$ cat config.mk
export PLATFORM = sky130hd
export DESIGN_NAME = padded_integer_to_ascii
export DESIGN_NICKNAME = d
export VERILOG_FILES = /design/src/design/pita_pkg.sv /design/src/design/pita_ram.sv /design/src/design/pita_digit_unit.sv /design/src/design/padded_integer_to_ascii.sv
export SDC_FILE = /design/constraint.sdc
export NUM_CORES = 2
export LEC_CHECK = 0
export ABC_AREA = 1
export BUFFER_PORTS_ARGS = -buffer_cell sky130_fd_sc_hd__buf_2
export CAP_MARGIN = 0
export CORE_UTILIZATION = 40
export CTS_BUF_LIST = sky130_fd_sc_hd__clkbuf_8 sky130_fd_sc_hd__clkbuf_16
export DETAILED_ROUTE_END_ITERATION = 8
export PLACE_DENSITY = 0.52
export SYNTH_ARGS = -nofsm -noshare
export SYNTH_HDL_FRONTEND = slang
export SYNTH_HIERARCHICAL = 1
export SYNTH_SLANG_ARGS = --single-unit
$ cat constraint.sdc
create_clock -name i_clk -period 7.6 [get_ports i_clk]
set_input_delay 1.52 -clock i_clk [delete_from_list [all_inputs] [get_ports i_clk]]
set_output_delay 1.52 -clock i_clk [all_outputs]
set_load 0.05 [all_outputs]
$ cat src/design/pita_pkg.sv
`timescale 1ns / 1ps
// Package for the padded integer to ASCII formatter: beat types, radix codes,
// ASCII constants and the digit helper functions. It depends on nothing else.
package pita_pkg;

    localparam int CALC_W      = 32;
    localparam int STORE_DEPTH = 32;
    localparam int STORE_AW    = $clog2(STORE_DEPTH);
    localparam int DIGIT_W     = 4;
    localparam int RECIP_SHIFT = 35;

    localparam logic [CALC_W-1:0] RECIP10 = 32'hCCCC_CCCD;

    localparam logic [1:0] BASE_BIN = 2'd0;
    localparam logic [1:0] BASE_OCT = 2'd1;
    localparam logic [1:0] BASE_DEC = 2'd2;
    localparam logic [1:0] BASE_HEX = 2'd3;

    localparam logic [7:0] CH_ZERO    = 8'h30;
    localparam logic [7:0] CH_UPPER_A = 8'h41;
    localparam logic [7:0] CH_LOWER_A = 8'h61;
    localparam logic [7:0] CH_MINUS   = 8'h2D;
    localparam logic [7:0] CH_SPACE   = 8'h20;
    localparam logic [DIGIT_W-1:0] DIGIT_MAX = 4'd9;

    typedef struct packed {
        logic [31:0] magnitude;
        logic        negative;
        logic [1:0]  base_select;
        logic [6:0]  field_width;
        logic        left_adjust;
        logic        zero_pad;
        logic        upper_case;
    } t_in_beat;

    typedef struct packed {
        logic [7:0] character;
        logic       last;
    } t_out_beat;

    function automatic logic [2:0] base_shift(input logic [1:0] base);
        logic [2:0] sh;
        case (base)
            BASE_BIN: sh = 3'd1;
            BASE_OCT: sh = 3'd3;
            default:  sh = 3'd4;
        endcase
        return sh;
    endfunction

    function automatic logic [DIGIT_W-1:0] base_mask(input logic [1:0] base);
        logic [DIGIT_W-1:0] m;
        case (base)
            BASE_BIN: m = 4'h1;
            BASE_OCT: m = 4'h7;
            default:  m = 4'hF;
        endcase
        return m;
    endfunction

    function automatic logic [7:0] digit_char(input logic [DIGIT_W-1:0] d,
                                              input logic upper);
        logic [7:0] ch;
        if (d <= DIGIT_MAX) begin
            ch = CH_ZERO + {4'b0, d};
        end else begin
            ch = (upper ? CH_UPPER_A : CH_LOWER_A) + {4'b0, d} - 8'd10;
        end
        return ch;
    endfunction

endpackage

$ cat src/design/pita_ram.sv
`timescale 1ns / 1ps
// Generic single-write, single-read RAM with a registered read port.
// It depends on nothing else.
module pita_ram #(
    parameter int WIDTH = 4,
    parameter int DEPTH = 32
) (
    input  logic                     i_clk,
    input  logic                     i_we,
    input  logic [$clog2(DEPTH)-1:0] i_waddr,
    input  logic [WIDTH-1:0]         i_wdata,
    input  logic [$clog2(DEPTH)-1:0] i_raddr,
    output logic [WIDTH-1:0]         o_rdata
);

    logic [WIDTH-1:0] r_mem [DEPTH];
    logic [WIDTH-1:0] r_rdata;

    always_ff @(posedge i_clk) begin
        if (i_we) begin
            r_mem[i_waddr] <= i_wdata;
        end
        r_rdata <= r_mem[i_raddr];
    end

    assign o_rdata = r_rdata;

endmodule

$ cat src/design/pita_digit_unit.sv
`timescale 1ns / 1ps
// Shared digit unit: registers a value and radix on load, then splits it into
// quotient and lowest digit for the selected radix. It depends on pita_pkg.
module pita_digit_unit #(
    parameter int VALUE_W = 32
) (
    input  logic                        i_clk,
    input  logic                        i_load,
    input  logic [VALUE_W-1:0]          i_value,
    input  logic [1:0]                  i_base,
    output logic [VALUE_W-1:0]          o_quot,
    output logic [pita_pkg::DIGIT_W-1:0] o_rem
);
    import pita_pkg::*;

    logic [CALC_W-1:0]   r_val;
    logic [2*CALC_W-1:0] r_prod;
    logic [1:0]          r_base;

    logic [CALC_W-1:0] quot;
    logic [CALC_W-1:0] diff;

    always_ff @(posedge i_clk) begin
        if (i_load) begin
            r_val  <= CALC_W'(i_value);
            r_prod <= (2*CALC_W)'(CALC_W'(i_value)) * (2*CALC_W)'(RECIP10);
            r_base <= i_base;
        end
    end

    // The decimal quotient comes from the reciprocal product; the others shift.
    always_comb begin
        if (r_base == BASE_DEC) begin
            quot  = CALC_W'(r_prod >> RECIP_SHIFT);
            diff  = r_val - ((quot << 3) + (quot << 1));
            o_rem = diff[DIGIT_W-1:0];
        end else begin
            quot  = r_val >> base_shift(r_base);
            diff  = r_val;
            o_rem = diff[DIGIT_W-1:0] & base_mask(r_base);
        end
    end

    assign o_quot = quot[VALUE_W-1:0];

endmodule

$ cat src/design/padded_integer_to_ascii.sv
`timescale 1ns / 1ps
// Padded integer to ASCII formatter, top level: sequencer, digit store and
// output register. It depends on pita_pkg, pita_ram and pita_digit_unit.
//
// A field request is accepted at a rising edge with start high and busy low.
// The block then splits the value into digits, each through the shared digit
// unit in S_DIV_A and S_DIV_B, and lays out the field in S_PREP. After
// that it emits one character per cycle, most significant first, each beat
// on o_result for exactly one cycle with o_strobe high; the final beat of
// the field carries last. The receiver cannot stall, so beats are never held.
// Busy falls while the final beat is still on the output, so a new request
// may be taken then. For D digits and a field of T characters, D is at most
// 32 (binary) and 10 (decimal) and T at most 64.
// Reset clears the sequencer and the strobe; the digit store is not cleared,
// since each field writes every digit before reading it.
module padded_integer_to_ascii #(
    parameter int VALUE_BITS = 32,
    parameter int MAX_WIDTH  = 64
) (
    input  logic                 i_clk,
    input  logic                 i_rst_n,
    input  logic                 start,
    input  pita_pkg::t_in_beat   i_item,
    output logic                 busy,
    output logic                 o_strobe,
    output pita_pkg::t_out_beat  o_result
);
    import pita_pkg::*;

    localparam int VALUE_W = (VALUE_BITS < CALC_W) ? VALUE_BITS : CALC_W;
    localparam logic [6:0] MAX_W = 7'(MAX_WIDTH);

    localparam logic [2:0] S_IDLE  = 3'd0;
    localparam logic [2:0] S_DIV_A = 3'd1;
    localparam logic [2:0] S_DIV_B = 3'd2;
    localparam logic [2:0] S_PREP  = 3'd3;
    localparam logic [2:0] S_EMIT  = 3'd4;

    logic [2:0]          r_state,    n_state;
    logic [VALUE_W-1:0]  r_value,    n_value;
    logic [5:0]          r_count,    n_count;
    logic [6:0]          r_emit,     n_emit;
    logic [STORE_AW-1:0] r_rd_idx,   n_rd_idx;
    logic [6:0]          r_sign_pos, n_sign_pos;
    logic [6:0]          r_dig_start, n_dig_start;
    logic [6:0]          r_dig_end,  n_dig_end;
    logic [6:0]          r_last_pos, n_last_pos;
    logic                r_strobe,   n_strobe;
    t_out_beat           r_result,   n_result;

    logic       r_neg, r_left, r_zpad, r_upper;
    logic [1:0] r_base;
    logic [6:0] r_width;

    logic                 accept;
    logic                 unit_load;
    logic [VALUE_W-1:0]   unit_quot;
    logic [DIGIT_W-1:0]   unit_rem;
    logic                 st_we;
    logic [DIGIT_W-1:0]   st_rdata;

    logic [6:0] actual;
    logic [6:0] total;
    logic [6:0] pad;

    assign accept    = start && !busy;
    assign busy      = (r_state != S_IDLE);
    assign unit_load = (r_state == S_DIV_A);
    assign st_we     = (r_state == S_DIV_B);

    pita_digit_unit #(
        .VALUE_W (VALUE_W)
    ) u_digit (
        .i_clk   (i_clk),
        .i_load  (unit_load),
        .i_value (r_value),
        .i_base  (r_base),
        .o_quot  (unit_quot),
        .o_rem   (unit_rem)
    );

    pita_ram #(
        .WIDTH (DIGIT_W),
        .DEPTH (STORE_DEPTH)
    ) u_store (
        .i_clk   (i_clk),
        .i_we    (st_we),
        .i_waddr (r_count[STORE_AW-1:0]),
        .i_wdata (unit_rem),
        .i_raddr (n_rd_idx),
        .o_rdata (st_rdata)
    );

    always_comb begin
        actual = {1'b0, r_count} + {6'b0, r_neg};
        total  = (r_width > actual) ? r_width : actual;
        pad    = total - actual;
    end

    always_comb begin
        n_state     = r_state;
        n_value     = r_value;
        n_count     = r_count;
        n_emit      = r_emit;
        n_rd_idx    = r_rd_idx;
        n_sign_pos  = r_sign_pos;
        n_dig_start = r_dig_start;
        n_dig_end   = r_dig_end;
        n_last_pos  = r_last_pos;
        n_strobe    = 1'b0;
        n_result    = r_result;
        unique case (r_state)
            S_IDLE: begin
                if (start) begin
                    n_state = S_DIV_A;
                    n_value = i_item.magnitude[VALUE_W-1:0];
                    n_count = '0;
                end
            end
            S_DIV_A: begin
                n_state = S_DIV_B;
            end
            S_DIV_B: begin
                n_value  = unit_quot;
                n_count  = r_count + 6'd1;
                n_rd_idx = r_count[STORE_AW-1:0];
                if (unit_quot == '0 || r_count == 6'(STORE_DEPTH - 1)) begin
                    n_state = S_PREP;
                end else begin
                    n_state = S_DIV_A;
                end
            end
            S_PREP: begin
                n_state    = S_EMIT;
                n_emit     = '0;
                n_last_pos = total - 7'd1;
                if (!r_left && !r_zpad) begin
                    n_sign_pos  = pad;
                    n_dig_start = pad + {6'b0, r_neg};
                end else if (r_left) begin
                    n_sign_pos  = '0;
                    n_dig_start = {6'b0, r_neg};
                end else begin
                    n_sign_pos  = '0;
                    n_dig_start = {6'b0, r_neg} + pad;
                end
                n_dig_end = n_dig_start + {1'b0, r_count};
            end
            S_EMIT: begin
                n_strobe      = 1'b1;
                n_result.last = (r_emit == r_last_pos);
                if (r_emit < r_dig_start) begin
                    if (r_neg && r_emit == r_sign_pos) begin
                        n_result.character = CH_MINUS;
                    end else if (r_zpad && !r_left) begin
                        n_result.character = CH_ZERO;
                    end else begin
                        n_result.character = CH_SPACE;
                    end
                end else if (r_emit < r_dig_end) begin
                    n_result.character = digit_char(st_rdata, r_upper);
                    if (r_rd_idx != '0) begin
                        n_rd_idx = r_rd_idx - STORE_AW'(1);
                    end
                end else begin
                    n_result.character = CH_SPACE;
                end
                n_emit = r_emit + 7'd1;
                if (r_emit == r_last_pos) begin
                    n_state = S_IDLE;
                end
            end
            default: begin
                n_state = S_IDLE;
            end
        endcase
    end

    always_ff @(posedge i_clk) begin
        if (!i_rst_n) begin
            r_state  <= S_IDLE;
            r_count  <= '0;
            r_emit   <= '0;
            r_strobe <= 1'b0;
        end else begin
            r_state  <= n_state;
            r_count  <= n_count;
            r_emit   <= n_emit;
            r_strobe <= n_strobe;
        end
    end

    always_ff @(posedge i_clk) begin
        r_value     <= n_value;
        r_rd_idx    <= n_rd_idx;
        r_sign_pos  <= n_sign_pos;
        r_dig_start <= n_dig_start;
        r_dig_end   <= n_dig_end;
        r_last_pos  <= n_last_pos;
        r_result    <= n_result;
        if (accept) begin
            r_neg   <= i_item.negative;
            r_base  <= i_item.base_select;
            r_width <= (i_item.field_width > MAX_W) ? MAX_W : i_item.field_width;
            r_left  <= i_item.left_adjust;
            r_zpad  <= i_item.zero_pad;
            r_upper <= i_item.upper_case;
        end
    end

    assign o_strobe = r_strobe;
    assign o_result = r_result;

    // A beat only ever leaves the cycle after an emit cycle.
    a_strobe_from_emit: assert property (@(posedge i_clk) disable iff (!i_rst_n)
        o_strobe |-> $past(r_state == S_EMIT))
        else $error("beat without an emit cycle");

    a_accept_busy: assert property (@(posedge i_clk) disable iff (!i_rst_n)
        accept |=> busy && r_count == '0)
        else $error("accepted request did not start the digit loop");

    a_last_gap: assert property (@(posedge i_clk) disable iff (!i_rst_n)
        (o_strobe && o_result.last) |=> !o_strobe)
        else $error("beat follows the end of a field");

    a_count_range: assert property (@(posedge i_clk) disable iff (!i_rst_n)
        r_count <= 6'(STORE_DEPTH))
        else $error("digit count beyond the store");

    a_emit_range: assert property (@(posedge i_clk) disable iff (!i_rst_n)
        (r_state == S_EMIT) |-> (r_emit <= r_last_pos && r_last_pos < 7'(MAX_WIDTH + 1)))
        else $error("emit index past the end of the field");

endmodule

==> qor.tcl <==
set qor(outcome) {finished, final reports clean}
set qor(maximum_number_of_pins_on_one_net_before_global_route_repair) 66
set qor(place_congestion) 0.991
set qor(die_height_um) 289
set qor(first_pass_grt_wire_length_mm) 156
set qor(max_freq_ghz) 0.141
set qor(drt_first_pass_iters) 6
set qor(yosys_warnings) 6
set qor(reg2reg_slack_ns) 0.49
set qor(min-delay-start) {r_base[1]}
set qor(globalRouteTotalUtil_pct) 25.4
set qor(number_of_nets_produced_by_synthesis) 4529
set qor(maxCapViolCount) 0
set qor(sequential_cell_area_fraction_in_the_yosys_report_pct) 26.3
set qor(worst_clock_skew_ns) 0.0457
set qor(globalRouteOverflowTotal) 0
set qor(worstPathMaxFanout) 6
set qor(synth-seq-cells) 298
set qor(yosys_top_cell_by_area) {edfxtp_1}
set qor(ys_dominant_reg_cell) {edfxtp_1}
set qor(worst_slack_ns) 0.493
set qor(worst_slew_pin_slew_ns) 1.14
set qor(number_of_enable_flip_flop_cells_after_synthesis) 272
set qor(flow.area_growth_from_synthesis_pct) 8.37
set qor(hold_path_depth) 0
set qor(n_antenna_cell) 0
set qor(number_of_cell_rows) 105
set qor(final_antenna_net_count) 0
set qor(synth_cell_types) 62
set qor(regToRegStartpoint) {r_value[16]}
set qor(cts_root_buffer) {clkbuf_16}
set qor(drc) 0
set qor(numClockSinks) 298
set qor(final_layout_size_suffix_gt1_share_pct) 6.65
set qor(cp.arrival_ns) 7.39
set qor(synthTopCellsByCount) {inv_1, nand2_1, fa_1}
set qor(floorplan.initialDensity_pct) 40.3
set qor(syn_avg_cell_area_um2) 8.92
set qor(place.detailed.hpwl_mm) 87.8
set qor(relSlewSlack_pct) 24.2
set qor(design.core.area_um2) 82000
set qor(route.final.wire_length_mm) 104
set qor(wire_per_inst_um) 21.2
set qor(synthCells) 3707
set qor(criticalPathCategory) {reg2reg}
set qor(timing.final.hold_violations) 0
set qor(design.portCount) 59
set qor(design_area_um2) 35800
set qor(ctsResizeCount) 0
set qor(cts_post_setup_buffers_inserted) 0
set qor(nNetsFinal) 4612
set qor(number_of_global_route_vias_before_repair) 24800
set qor(yosys.area.top_type_share_pct) 24.7
set qor(number_of_antenna_violations_at_the_first_check_in_global_routing) 0
set qor(timing.final.crit_period_ns) 7.11
set qor(first_drt_iteration_drcs) 1736
set qor(route.detailed.vias_per_inst) 5.00
set qor(rr_worst_depth) 24
set qor(clk-insertion-delay-late_ns) 0.58
set qor(die_x_um) 289
set qor(total_of_endpoints_with_negative_setup_slack_in_the_final_report) 0
set qor(min_path_type) {reg2reg}
set qor(ctsLongestPathBuffers) 3
set qor(async_reset_ff_share_pct) 0
set qor(slew_violations) 0
set qor(preCtsSetupSlack_ns) 0.597
set qor(placedInstanceArea_um2) 34700
set qor(cts_hold_repair.buffers) 0
set qor(grt_setup_unrepaired) {no}
set qor(synthTopCellsByArea) {edfxtp_1, fa_1, ha_1, inv_1, nand2_1}
set qor(dieArea_um2) 83800
set qor(whs_endpoint) {u_digit/r_base[1]}
set qor(syn-cell-area_um2) 33000
set qor(period_share_pct) 93.5
set qor(timing.rr.end) {u_digit/r_prod[42]}
set qor(yosys.cell_count.top_type) {inv_1}
set qor(cts_made_buffers) 36
set qor(clock_pin_slew_worst_setup_and_hold_paths_ns) 0.06
set qor(detailroute.via_count) 24400
set qor(required_ns) 7.88
set qor(cts.htree.levels) 2
set qor(fin_tns_setup_ns) 0
set qor(timing.critical_path.to_type) {register}
set qor(critPathLaunchType) {register}
set qor(cts_tree) {done}
set qor(io_buffer_count) 57
## logic make-up (layout without fill, tap and decap cells)
logic type / Yosys count / after routing / share of synthesized area [%]
buffers and inverters: 930 / 1040 / 11.0
AOI/OAI and AO/OA: 289 / 289 / 5.18
and+or+nand+nor: 1339 / 1339 / 17.4
other: 2 / 2 / 0.0227
adders and majority gates: 774 / 774 / 38.1
DFF: 298 / 298 / 26.3
xor gates and xnor gates: 75 / 75 / 1.99
## cell usage in the layout (no fill, tap or decap), types with 27 or more instances in the layout
cell type / instances
a21oi_1: 113
buf_2: 57
buf_4: 44
clkbuf_16: 36
edfxtp_1: 272
fa_1: 388
ha_1: 386
inv_1: 866
nand2_1: 841
nand3_1: 197
nor2_1: 180
o21ai_0: 75
xnor2_1: 27
xor2_1: 48
## flip-flops by register name (all words and copies together), names as in the netlist, 2 cells and up
name,count
r_rd_idx,5
u_digit/r_base,2
r_width,7
o_result,8
r_state,3
r_emit,7
r_count,6
u_digit/r_val,32
u_digit/r_prod,29
r_base,2
r_dig_end,7
u_store/o_rdata,4
u_store/r_mem,128
r_sign_pos,7
r_value,32
r_last_pos,7
r_dig_start,7
## metrics by stage
stage | utilization (%) | cells | hold WS [ns]
final | 43.7 | 4887 | 0.426
after global routing | 43.7 | 4887 | 0.439
after CTS | 43.7 | 4887 | 0.426
after detailed placement | 42.4 | 4822 | 0.412
after global placement | 42.4 | 4822 | 0.405
after floorplan | - | 3707 | 0.400
## critical path: stages, from the launching register on
cell and delay (ns):
edfxtp_1 0.60, ha_1 0.66, ha_1 0.37, fa_1 0.63, inv_1 0.10, fa_1 0.54
inv_1 0.06, fa_1 0.50, inv_1 0.06, fa_1 0.54, inv_1 0.05, fa_1 0.48
inv_1 0.07, fa_1 0.48, inv_1 0.04, ha_1 0.31, nand2_1 0.07, nand2_1 0.04
inv_1 0.08, o21bai_1 0.07, a21oi_1 0.32, nand3_1 0.31, nand2_1 0.17, a21o_1 0.12
nand2_1 0.13
## how the worst max path moves through the flow
stage | from | endpoint | slack [ns] | depth (start not counted)
after floorplan | r_value[20] | u_digit/r_prod[57] | 1.60 | 24
after global placement | r_value[16] | u_digit/r_prod[42] | 0.58 | 24
after detailed placement | r_value[18] | u_digit/r_prod[42] | 0.60 | 24
after CTS | r_value[18] | u_digit/r_prod[42] | 0.55 | 24
after global routing | r_value[18] | u_digit/r_prod[42] | 0.22 | 24
final | r_value[16] | u_digit/r_prod[42] | 0.49 | 24
## cell type report
| class | instances | area (um^2) |
|---|---|---|
| sequential | 298 | 8690 |
| inverter | 874 | 3290 |
| timing repair buffer | 101 | 616 |
| fill | 8237 | 46200 |
| clock inverter | 27 | 169 |
| multi-input combinational | 2479 | 20800 |
| tap | 1070 | 1340 |
| clock buffer | 38 | 928 |
## per-layer routing
metal  wire, um  up-vias  track usage, %
met5          0        -               0
met4       5820        0            12.7
met3       5100      166            2.83
met2      48600      710            42.3
met1      44000    11800            32.6
li1           -    11800               -
Power is left out: the tool's default activity adds up to more than one toggle a clock period on the data nets, which glitch-free logic cannot reach.
